[src/rtl/selective_repeat_receive_window_defines.svh]
// ----------------------------------------------------------------------------
// selective repeat receive window: assertion macros
// Concurrent assertion wrappers clocked on clk_i, disabled while rst_ni is low.
// ----------------------------------------------------------------------------
`ifndef SELECTIVE_REPEAT_RECEIVE_WINDOW_DEFINES_SVH
`define SELECTIVE_REPEAT_RECEIVE_WINDOW_DEFINES_SVH

`ifndef SYNTHESIS
// property holds at every clock edge
`define SRW_ASSERT(label, prop, msg) \
  label: assert property (@(posedge clk_i) disable iff (!rst_ni) (prop)) else $error(msg);
// consequent holds in the cycle after the antecedent
`define SRW_ASSERT_NEXT(label, ante, cons, msg) \
  label: assert property (@(posedge clk_i) disable iff (!rst_ni) (ante) |=> (cons)) \
    else $error(msg);
`else
`define SRW_ASSERT(label, prop, msg)
`define SRW_ASSERT_NEXT(label, ante, cons, msg)
`endif

`endif

[src/rtl/srw_pkg.sv]
// ----------------------------------------------------------------------------
// srw_pkg
// Shared widths, result type and sequence helpers of the receive window.
// ----------------------------------------------------------------------------
`default_nettype none

package srw_pkg;

  localparam int MAX_WINDOW  = 64;
  localparam int MAP_DEPTH   = 2 * MAX_WINDOW;
  localparam int MAP_AW      = $clog2(MAP_DEPTH);
  localparam int DATA_W      = 8;
  localparam int SEQ_W       = 7;
  localparam int SPAN_W      = 8;
  localparam int WIN_RST     = 8;

  // one result item
  typedef struct packed {
    logic [SEQ_W-1:0] ack_seq;
    logic [SEQ_W-1:0] advanced;
    logic [SEQ_W-1:0] window_base;
  } res_t;

  // clamp the written window size into 1 .. MAX_WINDOW
  function automatic logic [SEQ_W-1:0] eff_window(input logic [SEQ_W-1:0] v);
    logic [SEQ_W-1:0] w;
    w = v;
    if (v == '0) begin
      w = SEQ_W'(1);
    end else if (v > SEQ_W'(MAX_WINDOW)) begin
      w = SEQ_W'(MAX_WINDOW);
    end
    return w;
  endfunction

  // sequence number plus one, modulo the sequence space
  function automatic logic [SEQ_W-1:0] next_seq(input logic [SEQ_W-1:0] seq,
                                                input logic [SPAN_W-1:0] span);
    logic [SPAN_W-1:0] inc;
    inc = {1'b0, seq} + SPAN_W'(1);
    return (inc == span) ? '0 : inc[SEQ_W-1:0];
  endfunction

endpackage

`default_nettype wire

[src/rtl/srw_frame_if.sv]
// ----------------------------------------------------------------------------
// srw_frame_if
// Valid/ready channel carrying one received frame per item.
// ----------------------------------------------------------------------------
`default_nettype none

interface srw_frame_if;
  logic                        valid;
  logic                        ready;
  logic [srw_pkg::DATA_W-1:0]  data_byte;
  logic [srw_pkg::DATA_W-1:0]  check_byte;
  logic [srw_pkg::SEQ_W-1:0]   seq_num;

  modport source (output valid, output data_byte, output check_byte, output seq_num,
                  input ready);
  modport sink   (input valid, input data_byte, input check_byte, input seq_num,
                  output ready);
endinterface

`default_nettype wire

[src/rtl/srw_ack_if.sv]
// ----------------------------------------------------------------------------
// srw_ack_if
// Valid/ready channel carrying one acknowledgment per item.
// ----------------------------------------------------------------------------
`default_nettype none

interface srw_ack_if;
  logic                       valid;
  logic                       ready;
  logic [srw_pkg::SEQ_W-1:0]  ack_seq;
  logic [srw_pkg::SEQ_W-1:0]  advanced;
  logic [srw_pkg::SEQ_W-1:0]  window_base;

  modport source (output valid, output ack_seq, output advanced, output window_base,
                  input ready);
  modport sink   (input valid, input ack_seq, input advanced, input window_base,
                  output ready);
endinterface

`default_nettype wire

[src/rtl/srw_ram.sv]
// ----------------------------------------------------------------------------
// srw_ram
// Generic simple dual-port RAM, one write and one registered read port.
// ----------------------------------------------------------------------------
`default_nettype none

module srw_ram #(
  parameter int WIDTH = 1,
  parameter int DEPTH = 128
) (
  input  wire logic                     clk_i,
  input  wire logic                     we_i,
  input  wire logic [$clog2(DEPTH)-1:0] waddr_i,
  input  wire logic [WIDTH-1:0]         wdata_i,
  input  wire logic [$clog2(DEPTH)-1:0] raddr_i,
  output logic      [WIDTH-1:0]         rdata_o
);

  logic [WIDTH-1:0] mem_q [DEPTH];
  logic [WIDTH-1:0] rdata_q;

  // write port
  always_ff @(posedge clk_i) begin
    if (we_i) begin
      mem_q[waddr_i] <= wdata_i;
    end
  end

  // registered read port
  always_ff @(posedge clk_i) begin
    rdata_q <= mem_q[raddr_i];
  end

  assign rdata_o = rdata_q;

endmodule

`default_nettype wire

[src/rtl/srw_ctrl.sv]
// ----------------------------------------------------------------------------
// srw_ctrl
// Window sequencer: checks frames, marks the bitmap RAM and walks the run of
// received slots at the window base one RAM read per cycle.
// ----------------------------------------------------------------------------
`default_nettype none
`include "selective_repeat_receive_window_defines.svh"

module srw_ctrl (
  input  wire logic                         clk_i,
  input  wire logic                         rst_ni,
  input  wire logic                         cfg_we_i,
  input  wire logic [srw_pkg::SEQ_W-1:0]    cfg_wdata_i,
  srw_frame_if.sink                         in_i,
  output logic                              ram_we_o,
  output logic      [srw_pkg::MAP_AW-1:0]   ram_waddr_o,
  output logic      [0:0]                   ram_wdata_o,
  output logic      [srw_pkg::MAP_AW-1:0]   ram_raddr_o,
  input  wire logic [0:0]                   ram_rdata_i,
  output logic                              load_o,
  output srw_pkg::res_t                     res_o,
  input  wire logic                         free_i
);

  localparam logic [1:0] ST_CLEAR = 2'd0;
  localparam logic [1:0] ST_IDLE  = 2'd1;
  localparam logic [1:0] ST_SCAN  = 2'd2;
  localparam logic [1:0] ST_EMIT  = 2'd3;

  logic [1:0]                   state_q, state_d;
  logic [srw_pkg::SEQ_W-1:0]    w_q, w_d;
  logic [srw_pkg::SPAN_W-1:0]   span_q, span_d;
  logic [srw_pkg::SEQ_W-1:0]    base_q, base_d;
  logic [srw_pkg::SEQ_W-1:0]    ptr_q, ptr_d;
  logic [srw_pkg::SEQ_W-1:0]    cnt_q, cnt_d;
  logic [srw_pkg::SEQ_W-1:0]    ack_q, ack_d;
  logic [srw_pkg::MAP_AW-1:0]   clr_q, clr_d;

  logic                         fire;
  logic                         chk_ok;
  logic                         seq_hit;
  logic [srw_pkg::SPAN_W-1:0]   diff;
  logic [srw_pkg::SPAN_W-1:0]   off;
  logic                         in_win;
  logic [srw_pkg::SEQ_W-1:0]    base_nx;
  logic [srw_pkg::SEQ_W-1:0]    ptr_nx;
  logic [srw_pkg::SEQ_W-1:0]    cnt_inc;
  logic [srw_pkg::SEQ_W-1:0]    cfg_w;

  // frame decode
  assign fire    = in_i.valid && in_i.ready;
  assign chk_ok  = (in_i.check_byte == ~in_i.data_byte);
  assign seq_hit = (in_i.seq_num == base_q);
  assign diff    = {1'b0, in_i.seq_num} - {1'b0, base_q};
  assign off     = diff[srw_pkg::SPAN_W-1] ? (diff + span_q) : diff;
  assign in_win  = ({1'b0, in_i.seq_num} < span_q) && (off < {1'b0, w_q});
  assign base_nx = srw_pkg::next_seq(base_q, span_q);
  assign ptr_nx  = srw_pkg::next_seq(ptr_q, span_q);
  assign cnt_inc = cnt_q + srw_pkg::SEQ_W'(1);
  assign cfg_w   = srw_pkg::eff_window(cfg_wdata_i);

  assign in_i.ready = (state_q == ST_IDLE);

  // result item from the held fields
  assign res_o.ack_seq     = ack_q;
  assign res_o.advanced    = cnt_q;
  assign res_o.window_base = base_q;

  // sequencer
  always_comb begin
    state_d     = state_q;
    w_d         = w_q;
    span_d      = span_q;
    base_d      = base_q;
    ptr_d       = ptr_q;
    cnt_d       = cnt_q;
    ack_d       = ack_q;
    clr_d       = clr_q;
    ram_we_o    = 1'b0;
    ram_waddr_o = ptr_q;
    ram_wdata_o = 1'b0;
    ram_raddr_o = ptr_nx;
    load_o      = 1'b0;

    unique case (state_q)
      ST_CLEAR: begin
        ram_we_o    = 1'b1;
        ram_waddr_o = clr_q;
        clr_d       = clr_q + srw_pkg::MAP_AW'(1);
        if (clr_q == srw_pkg::MAP_AW'(srw_pkg::MAP_DEPTH - 1)) begin
          state_d = ST_IDLE;
        end
      end
      ST_IDLE: begin
        ram_raddr_o = base_nx;
        if (fire && chk_ok) begin
          state_d = ST_EMIT;
          if (seq_hit) begin
            // frame at the base: the base slot itself counts as received
            ack_d = base_q;
            cnt_d = srw_pkg::SEQ_W'(1);
            if (w_q == srw_pkg::SEQ_W'(1)) begin
              base_d = base_nx;
            end else begin
              ptr_d   = base_nx;
              state_d = ST_SCAN;
            end
          end else begin
            ack_d = in_i.seq_num;
            cnt_d = '0;
            if (in_win) begin
              ram_we_o    = 1'b1;
              ram_waddr_o = in_i.seq_num;
              ram_wdata_o = 1'b1;
            end
          end
        end
      end
      ST_SCAN: begin
        // read data belongs to ptr_q
        if (ram_rdata_i[0]) begin
          ram_we_o = 1'b1;
          cnt_d    = cnt_inc;
          if (cnt_inc < w_q) begin
            ptr_d = ptr_nx;
          end else begin
            base_d  = ptr_nx;
            state_d = ST_EMIT;
          end
        end else begin
          base_d  = ptr_q;
          state_d = ST_EMIT;
        end
      end
      ST_EMIT: begin
        load_o = free_i;
        if (free_i) begin
          state_d = ST_IDLE;
        end
      end
      default: begin
        state_d = ST_CLEAR;
      end
    endcase

    // a window size write restarts the session
    if (cfg_we_i) begin
      w_d     = cfg_w;
      span_d  = {cfg_w, 1'b0};
      base_d  = '0;
      clr_d   = '0;
      state_d = ST_CLEAR;
    end
  end

  // control registers
  always_ff @(posedge clk_i or negedge rst_ni) begin
    if (!rst_ni) begin
      state_q <= ST_CLEAR;
      w_q     <= srw_pkg::SEQ_W'(srw_pkg::WIN_RST);
      span_q  <= srw_pkg::SPAN_W'(2 * srw_pkg::WIN_RST);
      base_q  <= '0;
      clr_q   <= '0;
    end else begin
      state_q <= state_d;
      w_q     <= w_d;
      span_q  <= span_d;
      base_q  <= base_d;
      clr_q   <= clr_d;
    end
  end

  // working registers
  always_ff @(posedge clk_i) begin
    ptr_q <= ptr_d;
    cnt_q <= cnt_d;
    ack_q <= ack_d;
  end

  `SRW_ASSERT(a_base_in_span, {1'b0, base_q} < span_q, "window base outside sequence space")
  `SRW_ASSERT(a_scan_count, (state_q == ST_SCAN) |-> (cnt_q != '0 && cnt_q < w_q), "scan count out of window")
  `SRW_ASSERT(a_scan_not_base, (state_q == ST_SCAN) |-> (ptr_q != base_q), "scan wrapped onto base")
  `SRW_ASSERT_NEXT(a_cfg_restart, cfg_we_i, (state_q == ST_CLEAR) && (base_q == '0), "write did not restart")

endmodule

`default_nettype wire

[src/rtl/srw_out_stage.sv]
// ----------------------------------------------------------------------------
// srw_out_stage
// Output register holding one acknowledgment item until it is taken.
// ----------------------------------------------------------------------------
`default_nettype none

module srw_out_stage (
  input  wire logic          clk_i,
  input  wire logic          rst_ni,
  input  wire logic          load_i,
  input  wire srw_pkg::res_t res_i,
  output logic               free_o,
  srw_ack_if.source          out_o
);

  logic          valid_q, valid_d;
  srw_pkg::res_t res_q;

  // slot frees when empty or being taken this cycle
  assign free_o  = !valid_q || out_o.ready;
  assign valid_d = load_i || (valid_q && !out_o.ready);

  always_ff @(posedge clk_i or negedge rst_ni) begin
    if (!rst_ni) begin
      valid_q <= 1'b0;
    end else begin
      valid_q <= valid_d;
    end
  end

  always_ff @(posedge clk_i) begin
    if (load_i) begin
      res_q <= res_i;
    end
  end

  assign out_o.valid       = valid_q;
  assign out_o.ack_seq     = res_q.ack_seq;
  assign out_o.advanced    = res_q.advanced;
  assign out_o.window_base = res_q.window_base;

endmodule

`default_nettype wire

[src/rtl/selective_repeat_receive_window.sv]
// ----------------------------------------------------------------------------
// selective_repeat_receive_window
// Selective-repeat ARQ receive window with its received bitmap in a RAM.
// ----------------------------------------------------------------------------
//  channel    dir  handshake         payload
//  in_i       in   valid / ready     data_byte, check_byte, seq_num
//  out_o      out  valid / ready     ack_seq, advanced, window_base
//  cfg        in   cfg_we_i          cfg_wdata_i (window size)
//
// A frame that fails its check is dropped in ST_IDLE; any other frame off the base goes
// to ST_EMIT. For a frame at the window base in a window wider than one, the bitmap RAM
// is walked one slot per cycle through its single registered read port.
// After reset and after every window size write a clearing pass zeroes the
// 128-entry bitmap, with in_i.ready low.
// A result held back by out_o.ready keeps the block from taking the next frame.
// ----------------------------------------------------------------------------
`default_nettype none

module selective_repeat_receive_window (
  input  wire logic                       clk_i,
  input  wire logic                       rst_ni,
  input  wire logic                       cfg_we_i,
  input  wire logic [srw_pkg::SEQ_W-1:0]  cfg_wdata_i,
  srw_frame_if.sink                       in_i,
  srw_ack_if.source                       out_o
);

  logic                        ram_we;
  logic [srw_pkg::MAP_AW-1:0]  ram_waddr;
  logic [0:0]                  ram_wdata;
  logic [srw_pkg::MAP_AW-1:0]  ram_raddr;
  logic [0:0]                  ram_rdata;
  logic                        load;
  logic                        free;
  srw_pkg::res_t               res;

  // window sequencer
  srw_ctrl u_ctrl (
    .clk_i       (clk_i),
    .rst_ni      (rst_ni),
    .cfg_we_i    (cfg_we_i),
    .cfg_wdata_i (cfg_wdata_i),
    .in_i        (in_i),
    .ram_we_o    (ram_we),
    .ram_waddr_o (ram_waddr),
    .ram_wdata_o (ram_wdata),
    .ram_raddr_o (ram_raddr),
    .ram_rdata_i (ram_rdata),
    .load_o      (load),
    .res_o       (res),
    .free_i      (free)
  );

  // received bitmap
  srw_ram #(
    .WIDTH (1),
    .DEPTH (srw_pkg::MAP_DEPTH)
  ) u_map_ram (
    .clk_i   (clk_i),
    .we_i    (ram_we),
    .waddr_i (ram_waddr),
    .wdata_i (ram_wdata),
    .raddr_i (ram_raddr),
    .rdata_o (ram_rdata)
  );

  // acknowledgment register
  srw_out_stage u_out (
    .clk_i  (clk_i),
    .rst_ni (rst_ni),
    .load_i (load),
    .res_i  (res),
    .free_o (free),
    .out_o  (out_o)
  );

endmodule

`default_nettype wire
[src/flat_wrapper.sv]
// flat-port wrapper written by rule: the top's interface ports become plain ports
module selective_repeat_receive_window_flat 
  (clk_i, rst_ni, cfg_we_i, cfg_wdata_i, in_i_valid, in_i_data_byte, in_i_check_byte, in_i_seq_num, in_i_ready, out_o_valid, out_o_ack_seq, out_o_advanced, out_o_window_base, out_o_ready);
  srw_frame_if in_i_i ();
  srw_ack_if out_o_i ();
  input  wire logic clk_i;
  input  wire logic rst_ni;
  input  wire logic cfg_we_i;
  input  wire logic [srw_pkg::SEQ_W-1:0] cfg_wdata_i;
  input wire logic [$bits(in_i_i.valid)-1:0] in_i_valid;
  input wire logic [$bits(in_i_i.data_byte)-1:0] in_i_data_byte;
  input wire logic [$bits(in_i_i.check_byte)-1:0] in_i_check_byte;
  input wire logic [$bits(in_i_i.seq_num)-1:0] in_i_seq_num;
  output wire logic [$bits(in_i_i.ready)-1:0] in_i_ready;
  output wire logic [$bits(out_o_i.valid)-1:0] out_o_valid;
  output wire logic [$bits(out_o_i.ack_seq)-1:0] out_o_ack_seq;
  output wire logic [$bits(out_o_i.advanced)-1:0] out_o_advanced;
  output wire logic [$bits(out_o_i.window_base)-1:0] out_o_window_base;
  input wire logic [$bits(out_o_i.ready)-1:0] out_o_ready;
  assign in_i_i.valid = in_i_valid;
  assign in_i_i.data_byte = in_i_data_byte;
  assign in_i_i.check_byte = in_i_check_byte;
  assign in_i_i.seq_num = in_i_seq_num;
  assign in_i_ready = in_i_i.ready;
  assign out_o_valid = out_o_i.valid;
  assign out_o_ack_seq = out_o_i.ack_seq;
  assign out_o_advanced = out_o_i.advanced;
  assign out_o_window_base = out_o_i.window_base;
  assign out_o_i.ready = out_o_ready;
  selective_repeat_receive_window u_core (.clk_i(clk_i), .rst_ni(rst_ni), .cfg_we_i(cfg_we_i), .cfg_wdata_i(cfg_wdata_i), .in_i(in_i_i), .out_o(out_o_i));
endmodule
[config.mk]
export PLATFORM = sky130hd
export DESIGN_NAME = selective_repeat_receive_window_flat
export DESIGN_NICKNAME = d
export VERILOG_FILES = /design/src/rtl/srw_pkg.sv /design/src/rtl/srw_frame_if.sv /design/src/rtl/srw_ack_if.sv /design/src/rtl/srw_ram.sv /design/src/rtl/srw_ctrl.sv /design/src/rtl/srw_out_stage.sv /design/src/rtl/selective_repeat_receive_window.sv /design/src/flat_wrapper.sv
export VERILOG_INCLUDE_DIRS = /design/src /design/src/rtl
export SDC_FILE = /design/constraint.sdc
export NUM_CORES = 1
export LEC_CHECK = 0
export ABC_AREA = 1
export BUFFER_PORTS_ARGS = -buffer_cell sky130_fd_sc_hd__buf_4
export CAP_MARGIN = 10
export CORE_MARGIN = 2
export CORE_UTILIZATION = 59
export DETAILED_ROUTE_END_ITERATION = 6
export PLACE_DENSITY = 0.78
export SLEW_MARGIN = 20
export SYNTH_ARGS = -nofsm -noshare
export SYNTH_HDL_FRONTEND = slang
export SYNTH_HIERARCHICAL = 1
export SYNTH_SLANG_ARGS = --single-unit
[constraint.sdc]
create_clock -name clk_i -period 6.5 [get_ports clk_i]
set_clock_uncertainty 0.15 [all_clocks]
set_input_delay 0.65 -clock clk_i [delete_from_list [all_inputs] [get_ports clk_i]]
set_output_delay 0.65 -clock clk_i [all_outputs]
set_load 0.05 [all_outputs]
==> summary.md, run 1 <==
| Metric | Value |
|---|---|
| Final Cycle Share | `88.03%` |
| Via count | `9299` |
| Yosys top cell area share | `46.46%` |
| Area grow syn2layout | `10.30%` |
| Yosys warns | `6` |
| Die W | `140.5 µm` |
| Post-Route WL | `27.73 mm` |
| Initial antenna violation count | `0` |
| Number of flops mapped to enable cells by yosys | `170` |
| Final Hold Fails | `0` |
| Hold Crit Depth | `0` |
| Top-count cell post-synth | `nand2_1` |
| Row count | `49` |
| Insertion delay to the later sink of the worst-skew pair | `440 ps` |
| # diodes | `0` |
| Hold WC Path Type | `register to register` |
| Endpoint type of the worst setup path | `register` |
| Flops & latches, synth | `195` |
| Fmax | `174.8 MHz` |
| Worst-case clock buffer depth | `2` |
| Fraction of layout instances using a drive strength above 1 | `10.39%` |
| CP required | `6480 ps` |
| Post-layout minimum cycle time | `5722 ps` |
| Post-DP HPWL | `19.40 mm` |
| Post-Syn Instances | `1286` |
| MaxCap Viol Count | `0` |
| Cell area after synthesis | `10990 µm²` |
| Total Power | `5.850 mW` |
| Fill cells | `1468` |
| R2R setup slack | `780 ps` |
| # setup viols final | `0` |
| Core area | `18150 µm²` |
| Critical-path maximum fanout | `14` |
| Synth cell types | `48` |
| P_leak | `5.134 nW` |
| All-Layer GR Usage | `28.51%` |
| Drt first pass iters | `5` |
| R2R Path End | `u_core/u_map_ram/mem_q[125]` |
| WP data arrival | `5700 ps` |
| Pin count of the biggest net entering global routing | `129` |
| Avg Inst Size Synth | `8.543 µm²` |
| Max_slew headroom | `28.03%` |
| Buffers added on ports | `57` |
| Initial Util | `60.54%` |
| RSZ-0062 raised after global routing | `false` |
| Nets | `1401` |
| Worst Setup Path Type | `register to register` |
| DRC viols | `0` |
| Ys async rst share | `12.31%` |
| HP Start | `u_core/u_ctrl/ack_q[0]` |
| Post-synth top cells | `nand2_1, nand3_1, nor2_1, edfxtp_1, inv_1` |
| Gr ovfl total | `0` |
| Vias/cell | `5.934` |
| Post-CTS Resized | `0` |
| Clk slew on worst S/H paths | `70 ps` |
| Hold-fix buffers, CTS | `1` |
| Final GP Congestion | `0.9542` |
| Setup_tns | `0 ps` |
| Final Slew Violations | `0` |
| Root Driver | `clkbuf_16` |
| Worst slew pin tran | `1073 ps` |
| Vias in the first global route | `8375` |
| Synth area leaders | `edfxtp_1, nand2_1, nand3_1` |
| CTS Buf Count | `17` |
| Worst r2r src | `u_core/u_ctrl/base_q[2]` |
| Synth area leader | `edfxtp_1` |
| Worst setup SP type | `register` |
| Worst Hold Path EP | `u_core/u_out/out_o.ack_seq[0]` |
| DIE AREA | `19730 µm²` |
| IO Count | `58` |
| CTS tree | `yes` |
| DRT iter0 DRCs | `1160` |
| Peak supply drop | `389.3 µV` |
| Pwr per Cell Area | `482.8 nW/µm²` |
| Post-DRT Antenna Nets | `0` |
| First-pass GRT wire length | `43.40 mm` |
| Depth of the CTS H-tree | `4` |
| Sink Count | `195` |
| Main flop type after synthesis | `edfxtp_1` |
| Sequential area share after synthesis | `52.12%` |
| Status | `completed` |
| Reg2Reg Depth | `27` |
| Routed length per instance | `17.70 µm` |
| Post-CTS Setup Inserts | `0` |
| Die Span Y | `140.5 µm` |
| Syn Nets | `1362` |
[worst max-delay path by stage]
stage / startpoint / end
after floorplan: in_i_seq_num[0] / u_core/u_map_ram/mem_q[0]
after global routing: u_core/u_ctrl/base_q[2] / u_core/u_map_ram/mem_q[37]
final: u_core/u_ctrl/base_q[2] / u_core/u_map_ram/mem_q[125]
after global placement: in_i_seq_num[0] / u_core/u_map_ram/mem_q[93]
after CTS: u_core/u_ctrl/base_q[2] / u_core/u_map_ram/mem_q[37]
after detailed placement: in_i_seq_num[0] / u_core/u_map_ram/mem_q[37]
[per-layer routing]
layer | wire [µm] | vias up | part of all wire, % | global-route usage [%]
met3 | 3623 | 45 | 13 | 6.838
met1 | 11890 | 4326 | 43 | 43.08
met4 | 435 | 0 | 1.6 | 8.053
met2 | 11780 | 544 | 42 | 41.43
met5 | 0 | - | 0 | 0
li1 | - | 4384 | - | -
[logic make-up after synthesis]
| logic type | after synthesis | share of synthesized area (%) |
|---|---|---|
| simple gates | 781 | 30.69 |
| flops | 195 | 52.12 |
| buf+inv | 161 | 6.366 |
| compound gates | 91 | 4.658 |
| fa+ha+maj | 41 | 4.806 |
| xor+xnor | 17 | 1.355 |
[cells in the final DEF (no fill, tap or decap), types with 2 or more instances in the layout]
| cell | n |
|---|---|
| a21boi_0 | 2 |
| a21oi_1 | 22 |
| a21oi_2 | 2 |
| a22oi_1 | 5 |
| a31oi_1 | 6 |
| buf_4 | 65 |
| clkbuf_16 | 17 |
| clkinv_1 | 5 |
| clkinv_2 | 2 |
| clkinv_4 | 4 |
| dfrtp_1 | 23 |
| edfxtp_1 | 170 |
| fa_1 | 2 |
| ha_1 | 39 |
| inv_1 | 103 |
| inv_2 | 8 |
| inv_8 | 4 |
| nand2_1 | 364 |
| nand2_2 | 6 |
| nand3_1 | 177 |
| nand3_2 | 4 |
| nand3b_1 | 4 |
| nand4_1 | 18 |
| nor2_1 | 171 |
| nor2_2 | 8 |
| nor2_4 | 2 |
| nor3_1 | 14 |
| nor3_2 | 3 |
| o21a_1 | 3 |
| o21ai_0 | 30 |
| o21ai_1 | 13 |
| o22ai_1 | 2 |
| or2_2 | 3 |
| xnor2_1 | 3 |
| xor2_1 | 14 |
[layout make-up]
cell class / count / area [µm²] / area share [%]
Sequential cell: 195 / 5727 / 47.26
Multi-Input combinational cell: 930 / 4581 / 37.80
Timing Repair Buffer: 67 / 518.0 / 4.275
Inverter: 114 / 429.2 / 3.542
Clock buffer: 17 / 425.4 / 3.511
Tap cell: 229 / 286.5 / 2.364
Clock inverter: 15 / 151.4 / 1.249
[power by group]
group	switching, mW	leakage (nW)	internal [mW]
Sequential	0.153	2.15	1.52
Combinational	2.27	2.70	0.880
Clock	0.488	0.284	0.541
[registers in the layout, summed over array words and instances (netlist names)]
register	flops
u_core/u_ctrl/ack_q	7
u_core/u_ctrl/base_q	7
u_core/u_ctrl/clr_q	7
u_core/u_ctrl/cnt_q	7
u_core/u_ctrl/ptr_q	7
u_core/u_ctrl/span_q	7
u_core/u_ctrl/state_q	2
u_core/u_map_ram/mem_q	128
u_core/u_map_ram/rdata_o	1
u_core/u_out/out_o.ack_seq	7
u_core/u_out/out_o.advanced	7
u_core/u_out/out_o.valid	1
u_core/u_out/out_o.window_base	7
[per-stage QoR]
stage	setup WS (ps)	utilization, %	cell area [µm²]	std cells	hold WS (ps)
6_report	778.3	66.77	12120	1567	271.3
2_1_floorplan	1130	-	10990	1286	204.4
3_5_place_dp	727.5	63.51	11520	1534	256.6
5_1_grt	291.7	66.77	12120	1567	280.8
3_3_place_gp	851.9	63.51	11520	1534	252.5
4_1_cts	913.5	66.74	12110	1567	272.7
[worst max-delay path, cell delays in order, from the launching register on]
cell and delay [ps]:
dfrtp_1 580, inv_1 120, ha_1 360, a21oi_1 150, nand2_1 120, xor2_1 150
inv_1 70, ha_1 350, nand2_1 80, nand2_1 50, a31oi_1 230, o21ai_0 130
a21oi_1 190, nand2_1 70, nand2_1 50, o21ai_0 90, ha_1 190, inv_1 50
nand2_1 60, nor3_1 330, nand4_4 220, nand2_1 110, nand3_1 90, nand2_1 160
inv_1 100, nor3_1 470, nand2_1 460, nor2_1 250
(Power assumes the default switching activity.)
==> inputs of run 2 (changes only) <==
Settings changed: CORE_MARGIN 2 to default, SYNTH_HIERARCHICAL 1 to default.
==> run 2 against run 1 <==
The flow now finishes with violations (DRC). Core utilization is 0.27 points higher. Via count is 9.5% lower. Register-to-register slack better by 370 ps. Largest power group unchanged.
==> summary.md, run 2 <==
| Metric | Value |
|---|---|
| Status | `finished, violations left (was completed)` |
| Synth cell types | `53 (was 48)` |
| CTS Buf Count | `17 (unchanged)` |
| Synth area leaders | `edfxtp_1, nand2_1, nand3_1 (unchanged)` |
| Root Driver | `clkbuf_16 (unchanged)` |
| Slowest stage delay, CP | `640 ps (was 580 ps)` |
| Worst slew pin tran | `845.0 ps (was 1073 ps)` |
| Pwr per Cell Area | `443.2 nW/µm² (was 482.8 nW/µm²)` |
| # diodes | `0 (unchanged)` |
| Failing checks | `DRC` |
| Buffers added on ports | `57 (unchanged)` |
| Number of flops mapped to enable cells by yosys | `170 (unchanged)` |
| First-pass GRT wire length | `42.99 mm (was 43.40 mm)` |
| Final Cycle Share | `82.34% (was 88.03%)` |
| Hold WC Path Type | `register to register (unchanged)` |
| Initial antenna violation count | `0 (unchanged)` |
| CTS tree | `yes (unchanged)` |
| Avg Inst Size Synth | `9.742 µm² (was 8.543 µm²)` |
| MaxCap Viol Count | `0 (unchanged)` |
| Most frequent cells in the layout | `nand2_1, edfxtp_1, nor2_1 (was nand2_1, nand3_1, nor2_1)` |
| Worst Setup Path Type | `register to register (unchanged)` |
| DIE AREA | `19140 µm² (was 19730 µm²)` |
| IO Count | `58 (unchanged)` |
| Nets | `1245 (was 1401)` |
| Critical-path maximum fanout | `16 (was 14)` |
| Clk slew on worst S/H paths | `70 ps (about the same)` |
| All-Layer GR Usage | `29.31% (was 28.51%)` |
| P_leak | `5.162 nW (was 5.134 nW)` |
| Depth of the CTS H-tree | `4 (unchanged)` |
| Gr ovfl total | `0 (unchanged)` |
| Pin count of the biggest net entering global routing | `75 (was 129)` |
| CP required | `6480 ps (about the same)` |
| Synth area leader | `edfxtp_1 (unchanged)` |
| Final Hold Fails | `0 (unchanged)` |
| DRT iter0 DRCs | `935 (was 1160)` |
| RSZ-0062 raised after global routing | `false (unchanged)` |
| Top reg by flops | `u_core.u_map_ram.mem_q (was u_core/u_map_ram/mem_q)` |
| Via count | `8414 (was 9299)` |
| Die Span Y | `138.4 µm (was 140.5 µm)` |
| Sink Count | `195 (unchanged)` |
| Cell area after synthesis | `10970 µm² (was 10990 µm²)` |
| Sequential area share after synthesis | `52.21% (was 52.12%)` |
| Worst-case clock buffer depth | `2 (unchanged)` |
| Area grow syn2layout | `10.54% (was 10.30%)` |
| Post-CTS Resized | `0 (unchanged)` |
| Post-DRT Antenna Nets | `0 (unchanged)` |
| DRC viols | `15 (was 0)` |
| Vias/cell | `5.959 (was 5.934)` |
| Max FFs per register | `128 (unchanged)` |
| Post-synth top cells | `nand2_1, edfxtp_1, nor2_1, nand3_1, inv_1 (was nand2_1, nand3_1, nor2_1, edfxtp_1, inv_1)` |
| Hold-fix buffers, CTS | `1 (unchanged)` |
| Initial Util | `60.65% (was 60.54%)` |
| Insertion delay to the later sink of the worst-skew pair | `430 ps (was 440 ps)` |
| Syn Nets | `1201 (was 1362)` |
| Post-layout minimum cycle time | `5352 ps (was 5722 ps)` |
| Final Slew Violations | `0 (unchanged)` |
| Max_slew headroom | `43.67% (was 28.03%)` |
| Worst setup SP type | `register (unchanged)` |
| Reg2Reg Depth | `21 (was 27)` |
| Yosys top cell area share | `46.54% (was 46.46%)` |
| Hold Crit Depth | `0 (unchanged)` |
| WP data arrival | `5330 ps (was 5700 ps)` |
| Vias in the first global route | `7867 (was 8375)` |
| Flops & latches, synth | `195 (unchanged)` |
| Row count | `49 (unchanged)` |
| Core area | `18090 µm² (was 18150 µm²)` |
| Top-count cell post-synth | `nand2_1 (unchanged)` |
| Peak supply drop | `412.0 µV (was 389.3 µV)` |
| Fraction of layout instances using a drive strength above 1 | `14.62% (was 10.39%)` |
| Post-Syn Instances | `1126 (was 1286)` |
| Setup_tns | `0 ps (unchanged)` |
| Final worst setup slack | `1148 ps (was 778.3 ps)` |
| Die W | `138.4 µm (was 140.5 µm)` |
| Drt first pass iters | `7 (was 5)` |
| Most common cell after layout, fill and taps aside | `nand2_1 (unchanged)` |
| Post-DP HPWL | `18.14 mm (was 19.40 mm)` |
| Fmax | `186.9 MHz (was 174.8 MHz)` |
| Slowest CP cell | `dfrtp_1 (unchanged)` |
| Post-Route WL | `27.02 mm (was 27.73 mm)` |
| # setup viols final | `0 (unchanged)` |
| Post-CTS Setup Inserts | `0 (unchanged)` |
| Crit-path cells | `ha_1, inv_1, fa_1, a21oi_1, o21bai_1, xor2_1, inv_1, ha_1, nand2_1, nand2_1, a21oi_1, xor2_1, o21ai_0, ha_1, nor4_1, nand4_2, o21ai_1, nand2_1, a21oi_1, nand2_2, nor2_1` |
| Main flop type after synthesis | `edfxtp_1 (unchanged)` |
| Ys async rst share | `12.31% (unchanged)` |
| Yosys warns | `0 (was 6)` |
| Endpoint type of the worst setup path | `register (unchanged)` |
| Final GP Congestion | `0.9170 (was 0.9542)` |
| Place WS | `1143 ps (was 727.5 ps)` |
| Routed length per instance | `19.14 µm (was 17.70 µm)` |
[run 2: changes by cell type after synthesis, sizes merged, moves of 12 or more]
cell and delta:
inv -27, nand3 -44, a21oi +13, o21ai +12, mux2i +63, nand2 -148
[run 2: path summary, 6_finish.rpt]
path	from	endpoint	slack (ps)
hold / removal	u_core.u_ctrl.ack_q[4]	u_core.u_out.out_o.ack_seq[4]	270
setup reg to reg	u_core.u_ctrl.base_q[0]	u_core.u_map_ram.mem_q[60]	1150
hold reg to reg	u_core.u_ctrl.ack_q[4]	u_core.u_out.out_o.ack_seq[4]	270
max in group asynchronous	rst_ni	u_core.u_ctrl.w_q[3]	5370
setup / recovery	u_core.u_ctrl.base_q[0]	u_core.u_map_ram.mem_q[60]	1150
min in group asynchronous	rst_ni	u_core.u_ctrl.state_q[1]	520
[run 2: layout make-up]
cell class,instances,area [µm²]
timing repair buffer,63,491.7
fill,1416,5961
multi-input combinational,806,4702
clock buffer,17,425.4
clock inverter,15,166.4
inverter,87,326.6
sequential,195,5727
tap,229,286.5
[run 2: power breakdown]
part / internal, mW / switching [mW] / total [mW]
clock: 0.548 / 0.506 / 1.05
sequential: 1.49 / 0.0961 / 1.59
combinational: 0.808 / 1.92 / 2.73
[run 2: worst max-delay path: cells and delay by family (launching register included)]
kind / cells / cell delay (ps)
AOI/OAI and AO/OA: 6 / 1080
xor gates and xnor gates: 2 / 410
adders and majority gates: 4 / 1220
buffers and inverters: 2 / 130
DFF: 1 / 640
and+or+nand+nor: 7 / 1440
[run 2: per-layer routing]
layer | up-vias | share of wire (%) | global-route usage, %
met3 | 64 | 8.3 | 5.888
met1 | 3979 | 43 | 41.42
met4 | 0 | 2.9 | 10.11
met5 | - | 0 | 0
li1 | 3982 | - | -
met2 | 389 | 46 | 45.31
[run 2: metrics by stage]
stage | power (mW) | util [%] | cells | cell area, µm² | hold WS, ps
after global placement | 4.248 | 63.63 | 1379 | 11510 | 254.6
after detailed placement | 4.283 | 63.64 | 1379 | 11510 | 255.4
after floorplan | 3.643 | - | 1126 | 10970 | 204.4
after CTS | 5.349 | 66.97 | 1412 | 12110 | 272.2
final | 5.374 | 67.04 | 1412 | 12130 | 270.2
after global routing | 5.703 | 67.04 | 1412 | 12130 | 283.8
[run 2: cell families after synthesis]
kind of cell	Yosys count	share of synthesized area, %
xor gates and xnor gates	16	1.278
DFF	195	52.21
AOI/OAI and AO/OA	121	7.129
and+or+nand+nor	565	23.66
adders and majority gates	40	4.699
buffers and inverters	125	5.179
muxes	64	5.851
